## config.mk

```make
export PLATFORM = sky130hd
export DESIGN_NAME = fingerboard_position_to_pitch_core
export DESIGN_NICKNAME = d
export VERILOG_FILES = /design/src/hdl/fpp_pkg.sv /design/src/hdl/fpp_freq_mem.sv /design/src/hdl/fpp_div.sv /design/src/hdl/fpp_sqrt.sv /design/src/hdl/fingerboard_position_to_pitch_core.sv
export SDC_FILE = /design/constraint.sdc
export NUM_CORES = 2
export LEC_CHECK = 0
export BUFFER_PORTS_ARGS = -buffer_cell sky130_fd_sc_hd__buf_2
export CAP_MARGIN = 20
export CORE_ASPECT_RATIO = 1.2
export CORE_MARGIN = 2
export CORE_UTILIZATION = 56
export CTS_CLUSTER_DIAMETER = 100
export DETAILED_ROUTE_END_ITERATION = 8
export PLACE_DENSITY = 0.72
export SLEW_MARGIN = 20
export SYNTH_ARGS = -nofsm -noshare
export SYNTH_HDL_FRONTEND = slang
export SYNTH_SLANG_ARGS = --single-unit
export TNS_END_PERCENT = 30
```

## constraint.sdc

```tcl
create_clock -name clock -period 58.5 [get_ports clock]
set_input_delay 5.85 -clock clock [delete_from_list [all_inputs] [get_ports clock]]
set_output_delay 5.85 -clock clock [all_outputs]
set_load 0.1 [all_outputs]
```

## src/hdl/fpp_pkg.sv

```systemverilog
package fpp_pkg;

   // Fixed-point layout
   localparam int FREQ_W      = 20;   // open frequencies, Hz with 8 fractional bits
   localparam int PITCH_W     = 22;   // result frequency, Hz with 8 fractional bits
   localparam int NECK_W      = 10;   // neck length in whole millimetres
   localparam int FRAC_BITS   = 16;   // fractional bits of the ratio
   localparam int RAD_FRAC_W  = 2 * FRAC_BITS;        // quotient scaled by 2^32
   localparam int QUOT_HEAD_W = 4;                    // quotient stays below 10 * 2^32
   localparam int QUOT_W      = RAD_FRAC_W + QUOT_HEAD_W;
   localparam int ROOT_W      = QUOT_W / 2;
   localparam int PROD_W      = FREQ_W + ROOT_W;
   localparam int STEPS_PER_STAGE = 2;
   localparam int DIV_STAGES  = QUOT_W / STEPS_PER_STAGE;
   localparam int SQRT_STAGES = ROOT_W / STEPS_PER_STAGE;

   // Clamp term floor(len * 2^16 / 30) as floor(len * RECIP / 2^14)
   localparam int CLAMP_W      = 22;
   localparam int CLAMP_RECIP_W = 26;
   localparam logic [CLAMP_RECIP_W-1:0] CLAMP_RECIP = 26'd35791395;
   localparam int CLAMP_SHIFT  = 14;

   // Configuration port
   localparam int CSR_INDEX_W = 3;
   localparam int CSR_DATA_W  = 20;

   typedef enum logic [CSR_INDEX_W-1:0] {
      CSR_NECK_LEN   = 3'd0,
      CSR_OPEN_FREQ0 = 3'd1,
      CSR_OPEN_FREQ1 = 3'd2,
      CSR_OPEN_FREQ2 = 3'd3,
      CSR_OPEN_FREQ3 = 3'd4
   } csr_index_type;

   localparam logic [NECK_W-1:0] NECK_LEN_RESET  = 10'd330;
   localparam logic [FREQ_W-1:0] OPEN_FREQ0_RESET = 20'd33536;
   localparam logic [FREQ_W-1:0] OPEN_FREQ1_RESET = 20'd50176;
   localparam logic [FREQ_W-1:0] OPEN_FREQ2_RESET = 20'd75008;
   localparam logic [FREQ_W-1:0] OPEN_FREQ3_RESET = 20'd112640;

   // Sideband that travels with each word down the pipeline
   typedef struct packed {
      logic       valid;
      logic [1:0] string_number;
      logic       open_tail;
      logic       in_range;
   } stage_tag_type;

   function automatic logic [FREQ_W-1:0] open_freq_reset(input logic [2:0] entry);
      logic [FREQ_W-1:0] value;
      case (entry)
         3'd0:    value = OPEN_FREQ0_RESET;
         3'd1:    value = OPEN_FREQ1_RESET;
         3'd2:    value = OPEN_FREQ2_RESET;
         3'd3:    value = OPEN_FREQ3_RESET;
         default: value = '0;
      endcase
      return value;
   endfunction

endpackage

```

## src/hdl/fpp_freq_mem.sv

```systemverilog
module fpp_freq_mem
   import fpp_pkg::*;
#(
   parameter int DEPTH  = 4,
   parameter int ADDR_W = 2
) (
   input  logic              clock,
   input  logic              reset,
   input  logic              wr_en,
   input  logic [ADDR_W-1:0] wr_addr,
   input  logic [FREQ_W-1:0] wr_data,
   input  logic              rd_en,
   input  logic [ADDR_W-1:0] rd_addr,
   output logic [FREQ_W-1:0] rd_data
);

   logic [FREQ_W-1:0] mem [DEPTH];
   logic [DEPTH-1:0]  written_ff;
   logic [FREQ_W-1:0] data_ff;
   logic [FREQ_W-1:0] init_ff;
   logic              hit_ff;

   always_ff @(posedge clock) begin
      if (wr_en) begin
         mem[wr_addr] <= wr_data;
      end
   end

   // Mark entries that hold a written value; others read as their reset value
   always_ff @(posedge clock) begin
      if (reset) begin
         written_ff <= '0;
      end else if (wr_en) begin
         written_ff[wr_addr] <= 1'b1;
      end
   end

   always_ff @(posedge clock) begin
      if (rd_en) begin
         data_ff <= mem[rd_addr];
         hit_ff  <= written_ff[rd_addr];
         init_ff <= open_freq_reset(3'(rd_addr));
      end
   end

   assign rd_data = hit_ff ? data_ff : init_ff;

endmodule

```

## src/hdl/fpp_div.sv

```systemverilog
module fpp_div
   import fpp_pkg::*;
#(
   parameter int SENSOR_BITS = 12
) (
   input  logic                   clock,
   input  logic                   reset,
   input  logic                   advance,
   input  stage_tag_type          in_tag,
   input  logic [SENSOR_BITS-1:0] in_divisor,
   output stage_tag_type          out_tag,
   output logic [QUOT_W-1:0]      out_quotient
);

   localparam logic [SENSOR_BITS-1:0] FULL_SCALE = {SENSOR_BITS{1'b1}};
   // Dividend is FULL_SCALE * 2^32: the high part seeds the remainder
   localparam logic [SENSOR_BITS-1:0] REM_INIT = FULL_SCALE >> QUOT_HEAD_W;
   localparam logic [QUOT_W-1:0] DIVIDEND_LOW =
      {FULL_SCALE[QUOT_HEAD_W-1:0], {RAD_FRAC_W{1'b0}}};

   stage_tag_type          tag_ff  [DIV_STAGES];
   logic [SENSOR_BITS-1:0] rem_ff  [DIV_STAGES];
   logic [SENSOR_BITS-1:0] dvsr_ff [DIV_STAGES];
   logic [QUOT_W-1:0]      quot_ff [DIV_STAGES];

   stage_tag_type          src_tag  [DIV_STAGES];
   logic [SENSOR_BITS-1:0] src_rem  [DIV_STAGES];
   logic [SENSOR_BITS-1:0] src_dvsr [DIV_STAGES];
   logic [QUOT_W-1:0]      src_quot [DIV_STAGES];
   logic [SENSOR_BITS-1:0] rem_in   [DIV_STAGES];
   logic [QUOT_W-1:0]      quot_in  [DIV_STAGES];

   always_comb begin
      src_tag[0]  = in_tag;
      src_rem[0]  = REM_INIT;
      src_dvsr[0] = in_divisor;
      src_quot[0] = '0;
      for (int s = 1; s < DIV_STAGES; s++) begin
         src_tag[s]  = tag_ff[s-1];
         src_rem[s]  = rem_ff[s-1];
         src_dvsr[s] = dvsr_ff[s-1];
         src_quot[s] = quot_ff[s-1];
      end
   end

   // Two restoring steps per stage, one quotient bit each
   always_comb begin
      logic [SENSOR_BITS:0]   trial;
      logic [SENSOR_BITS-1:0] rem_w;
      logic [QUOT_W-1:0]      quot_w;
      for (int s = 0; s < DIV_STAGES; s++) begin
         rem_w  = src_rem[s];
         quot_w = src_quot[s];
         for (int j = 0; j < STEPS_PER_STAGE; j++) begin
            trial = {rem_w, DIVIDEND_LOW[QUOT_W - 1 - (STEPS_PER_STAGE * s + j)]};
            if (trial >= {1'b0, src_dvsr[s]}) begin
               rem_w  = SENSOR_BITS'(trial - {1'b0, src_dvsr[s]});
               quot_w = {quot_w[QUOT_W-2:0], 1'b1};
            end else begin
               rem_w  = trial[SENSOR_BITS-1:0];
               quot_w = {quot_w[QUOT_W-2:0], 1'b0};
            end
         end
         rem_in[s]  = rem_w;
         quot_in[s] = quot_w;
      end
   end

   always_ff @(posedge clock) begin
      for (int s = 0; s < DIV_STAGES; s++) begin
         if (reset) begin
            tag_ff[s] <= '0;
         end else if (advance) begin
            tag_ff[s] <= src_tag[s];
         end
      end
   end

   always_ff @(posedge clock) begin
      if (advance) begin
         for (int s = 0; s < DIV_STAGES; s++) begin
            rem_ff[s]  <= rem_in[s];
            dvsr_ff[s] <= src_dvsr[s];
            quot_ff[s] <= quot_in[s];
         end
      end
   end

   assign out_tag      = tag_ff[DIV_STAGES-1];
   assign out_quotient = quot_ff[DIV_STAGES-1];

endmodule

```

## src/hdl/fpp_sqrt.sv

```systemverilog
module fpp_sqrt
   import fpp_pkg::*;
(
   input  logic              clock,
   input  logic              reset,
   input  logic              advance,
   input  stage_tag_type     in_tag,
   input  logic [QUOT_W-1:0] in_radicand,
   output stage_tag_type     out_tag,
   output logic [ROOT_W-1:0] out_root
);

   localparam int REM_W = ROOT_W + 2;

   stage_tag_type     tag_ff  [SQRT_STAGES];
   logic [QUOT_W-1:0] rad_ff  [SQRT_STAGES];
   logic [REM_W-1:0]  rem_ff  [SQRT_STAGES];
   logic [ROOT_W-1:0] root_ff [SQRT_STAGES];

   stage_tag_type     src_tag  [SQRT_STAGES];
   logic [QUOT_W-1:0] src_rad  [SQRT_STAGES];
   logic [REM_W-1:0]  src_rem  [SQRT_STAGES];
   logic [ROOT_W-1:0] src_root [SQRT_STAGES];
   logic [REM_W-1:0]  rem_in   [SQRT_STAGES];
   logic [ROOT_W-1:0] root_in  [SQRT_STAGES];

   always_comb begin
      src_tag[0]  = in_tag;
      src_rad[0]  = in_radicand;
      src_rem[0]  = '0;
      src_root[0] = '0;
      for (int s = 1; s < SQRT_STAGES; s++) begin
         src_tag[s]  = tag_ff[s-1];
         src_rad[s]  = rad_ff[s-1];
         src_rem[s]  = rem_ff[s-1];
         src_root[s] = root_ff[s-1];
      end
   end

   // Digit-by-digit root: bring down two radicand bits, try (root << 2) | 1
   always_comb begin
      logic [REM_W+1:0]  rem_sh;
      logic [REM_W-1:0]  trial;
      logic [REM_W-1:0]  rem_w;
      logic [ROOT_W-1:0] root_w;
      for (int s = 0; s < SQRT_STAGES; s++) begin
         rem_w  = src_rem[s];
         root_w = src_root[s];
         for (int j = 0; j < STEPS_PER_STAGE; j++) begin
            rem_sh = {rem_w,
                      src_rad[s][2 * (ROOT_W - 1 - (STEPS_PER_STAGE * s + j)) +: 2]};
            trial  = {root_w, 2'b01};
            if (rem_sh >= (REM_W + 2)'(trial)) begin
               rem_w  = REM_W'(rem_sh - (REM_W + 2)'(trial));
               root_w = {root_w[ROOT_W-2:0], 1'b1};
            end else begin
               rem_w  = REM_W'(rem_sh);
               root_w = {root_w[ROOT_W-2:0], 1'b0};
            end
         end
         rem_in[s]  = rem_w;
         root_in[s] = root_w;
      end
   end

   always_ff @(posedge clock) begin
      for (int s = 0; s < SQRT_STAGES; s++) begin
         if (reset) begin
            tag_ff[s] <= '0;
         end else if (advance) begin
            tag_ff[s] <= src_tag[s];
         end
      end
   end

   always_ff @(posedge clock) begin
      if (advance) begin
         for (int s = 0; s < SQRT_STAGES; s++) begin
            rad_ff[s]  <= src_rad[s];
            rem_ff[s]  <= rem_in[s];
            root_ff[s] <= root_in[s];
         end
      end
   end

   assign out_tag  = tag_ff[SQRT_STAGES-1];
   assign out_root = root_ff[SQRT_STAGES-1];

endmodule

```

## src/hdl/fingerboard_position_to_pitch_core.sv

```systemverilog
// Fingerboard position to pitch.
// Request channel (req_valid/req_ready): one word per string reading, carrying
// the string number and the raw sensor reading. Response channel
// (rsp_valid/rsp_ready): one word per request, in order, with the pitch in Hz
// (8 fractional bits), the echoed string number and an open-string flag.
// Configuration channel (csr_valid/csr_ready): csr_index 0 writes the neck
// length, 1 to 4 write the open frequencies of strings 0 to 3; csr_ready is
// always high, and writes are meant for when no word is in flight.
// From request accept to response valid a word passes one input
// stage, 18 divider stages (FULL_SCALE * 2^32 / reading, two quotient bits a
// stage), 9 square-root stages (two root bits a stage), the ratio stage
// (alongside the open-frequency memory read), the multiply stage and the
// output register.
// Throughput is one word per cycle: every stage takes a new word each cycle.
// The whole pipeline holds while a response waits unaccepted; req_ready is low
// only then. Reset empties the pipeline and restores the neck length and open
// frequencies to their defaults; no clearing pass is needed.
module fingerboard_position_to_pitch_core
   import fpp_pkg::*;
#(
   parameter int STRING_COUNT = 4,
   parameter int SENSOR_BITS  = 12
) (
   input  logic                   clock,
   input  logic                   reset,
   input  logic                   req_valid,
   output logic                   req_ready,
   input  logic [1:0]             req_string_number,
   input  logic [15:0]            req_sensor_reading,
   output logic                   rsp_valid,
   input  logic                   rsp_ready,
   output logic [PITCH_W-1:0]     rsp_pitch_hz,
   output logic [1:0]             rsp_string_tag,
   output logic                   rsp_open_string,
   input  logic                   csr_valid,
   output logic                   csr_ready,
   input  logic [CSR_INDEX_W-1:0] csr_index,
   input  logic [CSR_DATA_W-1:0]  csr_data
);

   localparam int ADDR_W = (STRING_COUNT > 1) ? $clog2(STRING_COUNT) : 1;
   localparam logic [SENSOR_BITS-1:0] FULL_SCALE = {SENSOR_BITS{1'b1}};
   // Readings at or below a tenth of full scale count as the open string
   localparam logic [SENSOR_BITS-1:0] OPEN_TAIL_LIMIT =
      SENSOR_BITS'((int'(FULL_SCALE) * 20) / 200);

   // ---------------------------------------------------------------------
   // Configuration
   // ---------------------------------------------------------------------
   logic                 wr_neck;
   logic                 wr_freq;
   logic [2:0]           freq_entry;
   logic                 freq_wr_en;
   logic [NECK_W-1:0]    neck_len_ff;
   logic [CLAMP_W-1:0]   clamp_ff;
   logic [CLAMP_W-1:0]   clamp_in;
   logic [NECK_W+CLAMP_RECIP_W-1:0] clamp_prod;

   assign csr_ready = 1'b1;

   always_comb begin
      wr_neck = 1'b0;
      wr_freq = 1'b0;
      unique case (csr_index) inside
         CSR_NECK_LEN: wr_neck = csr_valid;
         CSR_OPEN_FREQ0, CSR_OPEN_FREQ1, CSR_OPEN_FREQ2, CSR_OPEN_FREQ3:
            wr_freq = csr_valid;
         default: ;   // drop writes beyond the register list
      endcase
   end

   assign freq_entry = 3'(csr_index - CSR_OPEN_FREQ0);
   assign freq_wr_en = wr_freq && (int'(freq_entry) < STRING_COUNT);

   always_ff @(posedge clock) begin
      if (reset) begin
         neck_len_ff <= NECK_LEN_RESET;
      end else if (wr_neck) begin
         neck_len_ff <= csr_data[NECK_W-1:0];
      end
   end

   // Clamp term, refreshed every cycle from the neck length: len * 2^16 / 30
   // by reciprocal multiply, exact over the whole 10-bit range
   assign clamp_prod = (NECK_W + CLAMP_RECIP_W)'(neck_len_ff) *
                       (NECK_W + CLAMP_RECIP_W)'(CLAMP_RECIP);
   assign clamp_in   = CLAMP_W'(clamp_prod >> CLAMP_SHIFT);

   always_ff @(posedge clock) begin
      clamp_ff <= clamp_in;
   end

   // ---------------------------------------------------------------------
   // Pipeline control: every stage advances unless the response is stuck
   // ---------------------------------------------------------------------
   logic                   advance;
   logic                   rsp_valid_ff;

   assign advance   = !rsp_valid_ff || rsp_ready;
   assign req_ready = advance;

   // Input stage: saturate the reading and classify it
   logic [SENSOR_BITS-1:0] reading_sat;
   stage_tag_type          in_tag_in;
   stage_tag_type          in_tag_ff;
   logic [SENSOR_BITS-1:0] reading_ff;

   assign reading_sat = (req_sensor_reading > 16'(FULL_SCALE)) ? FULL_SCALE
                                                                : req_sensor_reading[SENSOR_BITS-1:0];

   always_comb begin
      in_tag_in.valid         = req_valid;
      in_tag_in.string_number = req_string_number;
      in_tag_in.open_tail     = (reading_sat <= OPEN_TAIL_LIMIT);
      in_tag_in.in_range      = (int'(req_string_number) < STRING_COUNT);
   end

   always_ff @(posedge clock) begin
      if (reset) begin
         in_tag_ff <= '0;
      end else if (advance) begin
         in_tag_ff <= in_tag_in;
      end
   end

   always_ff @(posedge clock) begin
      if (advance) begin
         reading_ff <= reading_sat;
      end
   end

   // Quotient FULL_SCALE * 2^32 / reading (meaningless in the open tail,
   // where the result ignores it)
   stage_tag_type       div_tag;
   logic [QUOT_W-1:0]   div_quot;

   fpp_div #(
      .SENSOR_BITS(SENSOR_BITS)
   ) u_div (
      .clock       (clock),
      .reset       (reset),
      .advance     (advance),
      .in_tag      (in_tag_ff),
      .in_divisor  (reading_ff),
      .out_tag     (div_tag),
      .out_quotient(div_quot)
   );

   stage_tag_type       sqrt_tag;
   logic [ROOT_W-1:0]   sqrt_root;

   fpp_sqrt u_sqrt (
      .clock      (clock),
      .reset      (reset),
      .advance    (advance),
      .in_tag     (div_tag),
      .in_radicand(div_quot),
      .out_tag    (sqrt_tag),
      .out_root   (sqrt_root)
   );

   // Ratio stage: take the smaller of root and clamp, read the open frequency
   stage_tag_type       ratio_tag_ff;
   logic [ROOT_W-1:0]   ratio_ff;
   logic [ROOT_W-1:0]   ratio_in;
   logic [FREQ_W-1:0]   open_freq;

   assign ratio_in = (CLAMP_W'(sqrt_root) < clamp_ff) ? sqrt_root
                                                      : ROOT_W'(clamp_ff);

   fpp_freq_mem #(
      .DEPTH (STRING_COUNT),
      .ADDR_W(ADDR_W)
   ) u_freq_mem (
      .clock  (clock),
      .reset  (reset),
      .wr_en  (freq_wr_en),
      .wr_addr(ADDR_W'(freq_entry)),
      .wr_data(csr_data[FREQ_W-1:0]),
      .rd_en  (advance),
      .rd_addr(ADDR_W'(sqrt_tag.string_number)),
      .rd_data(open_freq)
   );

   always_ff @(posedge clock) begin
      if (reset) begin
         ratio_tag_ff <= '0;
      end else if (advance) begin
         ratio_tag_ff <= sqrt_tag;
      end
   end

   always_ff @(posedge clock) begin
      if (advance) begin
         ratio_ff <= ratio_in;
      end
   end

   // Multiply stage: open frequency times ratio; the ratio stays below
   // sqrt(10) * 2^16, so the scaled product always fits the pitch width
   stage_tag_type       mul_tag_ff;
   logic [PROD_W-1:0]   prod_ff;
   logic [FREQ_W-1:0]   open_ff;

   always_ff @(posedge clock) begin
      if (reset) begin
         mul_tag_ff <= '0;
      end else if (advance) begin
         mul_tag_ff <= ratio_tag_ff;
      end
   end

   always_ff @(posedge clock) begin
      if (advance) begin
         prod_ff <= PROD_W'(open_freq) * PROD_W'(ratio_ff);
         open_ff <= open_freq;
      end
   end

   // Output register: select open, scaled or zero pitch
   logic [PITCH_W-1:0]  pitch_in;
   logic [PITCH_W-1:0]  pitch_ff;
   logic [1:0]          tag_ff;
   logic                open_string_ff;

   always_comb begin
      if (!mul_tag_ff.in_range) begin
         pitch_in = '0;
      end else if (mul_tag_ff.open_tail) begin
         pitch_in = PITCH_W'(open_ff);
      end else begin
         pitch_in = prod_ff[FRAC_BITS +: PITCH_W];
      end
   end

   always_ff @(posedge clock) begin
      if (reset) begin
         rsp_valid_ff <= 1'b0;
      end else if (advance) begin
         rsp_valid_ff <= mul_tag_ff.valid;
      end
   end

   always_ff @(posedge clock) begin
      if (advance) begin
         pitch_ff       <= pitch_in;
         tag_ff         <= mul_tag_ff.string_number;
         open_string_ff <= mul_tag_ff.open_tail;
      end
   end

   assign rsp_valid       = rsp_valid_ff;
   assign rsp_pitch_hz    = pitch_ff;
   assign rsp_string_tag  = tag_ff;
   assign rsp_open_string = open_string_ff;

endmodule

```

==> impl_metrics.toml <==
[sta]
setup_violations = 0
hold_violations = 0
slew-limit-headroom_pct = 22.8
setup_tns_ps = 0
finalClockSkew_ps = 33.5
fmaxAchievable_mhz = 77.0
grt_setup_unrepaired = "false"
min_period_ps = 12990
worst_pin_slew_ps = 1160
timing.final.crit_share_pct = 22.2
drv_slew = 0
postLayoutSetupSlackWorst_ps = 45510

[floorplan]
io_pins = 74
dieArea_um2 = 175000
die_y_um = 458
core_area_um2 = 171000
initial_core_util_pct = 56.4
fp-row-count = 166
die_w_um = 382

[yosys]
ys.warnings.count = 0
ys_seq_area_share_pct = 47.1
synth_mux_area_share_pct = 4.34
ys_types = 98
synth_xor_area_share_pct = 4.30
synthArstFlopShare_pct = 0
synthTopCellsByArea = "edfxtp_1, ha_1, fa_1"
syn_area_um2 = 96200
synthFlopType = "edfxtp_1"
synth-edff-count = 1474
synth_top_area_cell = "edfxtp_1"
synth-simple-area-share_pct = 12.4
synth_area_per_cell_um2 = 11.2
synth_top_family_by_area = "adder cells"
synthCells = 8581
yosys.area_share.adder_pct = 16.7
ys_ff_latch = 1526
synth-compound-area-share_pct = 10.6
yosys.area.top_type_share_pct = 46.0

[worst_setup_path]
arrival_ps = 7140
crit_path_start_kind = "input port"
crit_required_ps = 52650
critPathCaptureType = "primary output"
reg2reg_depth = 22
cpMaxStageDelayCell = "buf_2"
r2r-end = "prod_ff[37]"
rrSetupSlack_ps = 49500
critical_path_class = "input port to primary output"
path_common_cell = "buf_2"
worstPathCellList = "buf_2 -> nor2b_2 -> buf_4 -> inv_8 -> buf_2"
path_max_fanout = 49
critPathMaxStageDelay_ps = 520
r2r-start = "u_freq_mem.hit_ff"

[cts]
cts_hold_buf = 0
clk_pin_slew_ps = 60
cts_buffers = 155
cts_setup_buffers = 0
insertion_delay_ps = 820
clk_path_buf_depth = 3
cts_tree = "yes"
ctsResizeCount = 0
clkSinkCount = 1526
cts_max_level = 4
cts-root-buf = "clkbuf_16"

[layout]
fin_nets = 9789
area_delta_synth_final_pct = 8.52
fillers = 13500
final_common_cell = "edfxtp_1"
multi_input_area_um2 = 46600
final_cell_mix = "edfxtp_1, inv_1, ha_1"
seq_area_um2 = 45300
utilization_pct = 61.2
stdcell_area_um2 = 104000
drive_gt1_share_pct = 8.69

[detailed_routing]
wl_met1_um = 80200
top_layer_used = "met5"
route.met3.wl_um = 7590
wl_met2_um = 105000
avgRoutedWirePerCell_um = 18.3
via_per_inst = 5.76
num_vias = 63600
antenna_left = 0
finalWirelength_um = 203000
drc = 0
drt_pass1_iterations = 6
drt-initial-drc-count = 4056

[power_and_ir_drop]
p_leak_uw = 0.0462
p_per_area_nw_per_um2 = 45.5
ir_drop_mv = 0.0329
p_total_uw = 4750

[place]
place_area_um2 = 99100
gp_congestion = 0.948
preCtsSetupSlack_ps = 45510
io_buffers = 72
dp_hpwl_um = 150000

[hold_path]
hold_path_class = "flip-flop to flip-flop"
hp-start = "u_div.quot_ff[15][16]"
whs_path_depth = 0
min_to = "u_div.quot_ff[16][18]"

[global_route]
grt_max_degree = 190
grt_pass1_vias = 64800
grt_usage_pct = 23.1
grt_antenna_before_repair = 9
grt_overflow = 0
grt_first_pass_wirelength_um = 328000

[run_status]
status = "finished clean"

[flow_run]
max-cap-violations = 0
cells by family (layout without fill, tap and decap cells):
| kind of cell | after synthesis | after routing |
|---|---|---|
| AOI/OAI and AO/OA | 1561 | 1561 |
| xor gates and xnor gates | 472 | 472 |
| adders and majority gates | 1093 | 1093 |
| buffers and inverters | 1172 | 1370 |
| DFF | 1526 | 1526 |
| muxes | 355 | 355 |
| other | 1 | 10 |
| and+or+nand+nor | 2401 | 2401 |
registers in the layout, indices dropped and copies added, names as in the netlist, 2 cells and up:
signal                 cells
u_freq_mem.data_ff        20
u_div.quot_ff            342
u_div.rem_ff             204
u_sqrt.rem_ff            150
open_ff                   20
u_sqrt.rad_ff            144
u_div.dvsr_ff            204
ratio_tag_ff               5
u_sqrt.root_ff            90
rsp_string_tag             2
u_freq_mem.init_ff         7
ratio_ff                  18
u_freq_mem.written_ff      4
u_sqrt.tag_ff             45
reading_ff                12
rsp_pitch_hz              22
neck_len_ff               10
u_div.tag_ff              90
mul_tag_ff                 5
u_freq_mem.mem            80
prod_ff                   22
in_tag_ff                  5
clamp_ff                  22
routing by layer:
metal / track usage [%] / vias up
met3: 3.18 / 517
met2: 42.3 / 1433
met1: 26.7 / 30800
met4: 10.7 / 4
li1: - / 30800
met5: 0 / -
metrics by stage:
stage / hold slack (ps) / cells
after floorplan: 400 / 8583
after global placement: 400 / 10800
after detailed placement: 405 / 10800
after CTS: 391 / 11000
after global routing: 401 / 11100
final: 397 / 11100
worst max-delay path by stage:
stage | start | to | slack (ps)
2_1_floorplan | rsp_ready | req_ready | 11770
3_3_place_gp | rsp_ready | req_ready | 45510
3_5_place_dp | rsp_ready | req_ready | 45510
4_1_cts | rsp_ready | req_ready | 45510
5_1_grt | rsp_ready | req_ready | 45470
6_report | rsp_ready | req_ready | 45510
synthesized netlist by cell type (167+ instances only):
master       n
nand2_1    701
xnor2_1    305
inv_1      941
ha_1       775
a21o_1     187
fa_1       318
nor2_1     465
edfxtp_1  1474
and2_1     241
a21oi_1    417
o21ai_0    320
clkbuf_1   184
xor2_1     167
mux2_2     274
where the power goes:
| group | switching [uW] | internal [uW] | leakage, uW |
|---|---|---|---|
| logic | 1090 | 861 | 0.0282 |
| registers | 159 | 1630 | 0.0155 |
| clock network | 431 | 587 | 0.00256 |
final cells by class:
type,instances,share of cell area (%)
inverters,947,3.41
clock inverters,106,1.24
diodes,7,0.0168
multi-input cells,5885,44.6
clock buffers,182,3.82
well taps,2268,2.72
flip-flops and latches,1526,43.4
repair buffers,135,0.828
critical path, delay by kind of cell:
family	cells	cell delay [ps]
and+or+nand+nor	1	40
buffers and inverters	4	1160
Note: power is estimated with default switching activity, not from simulation.
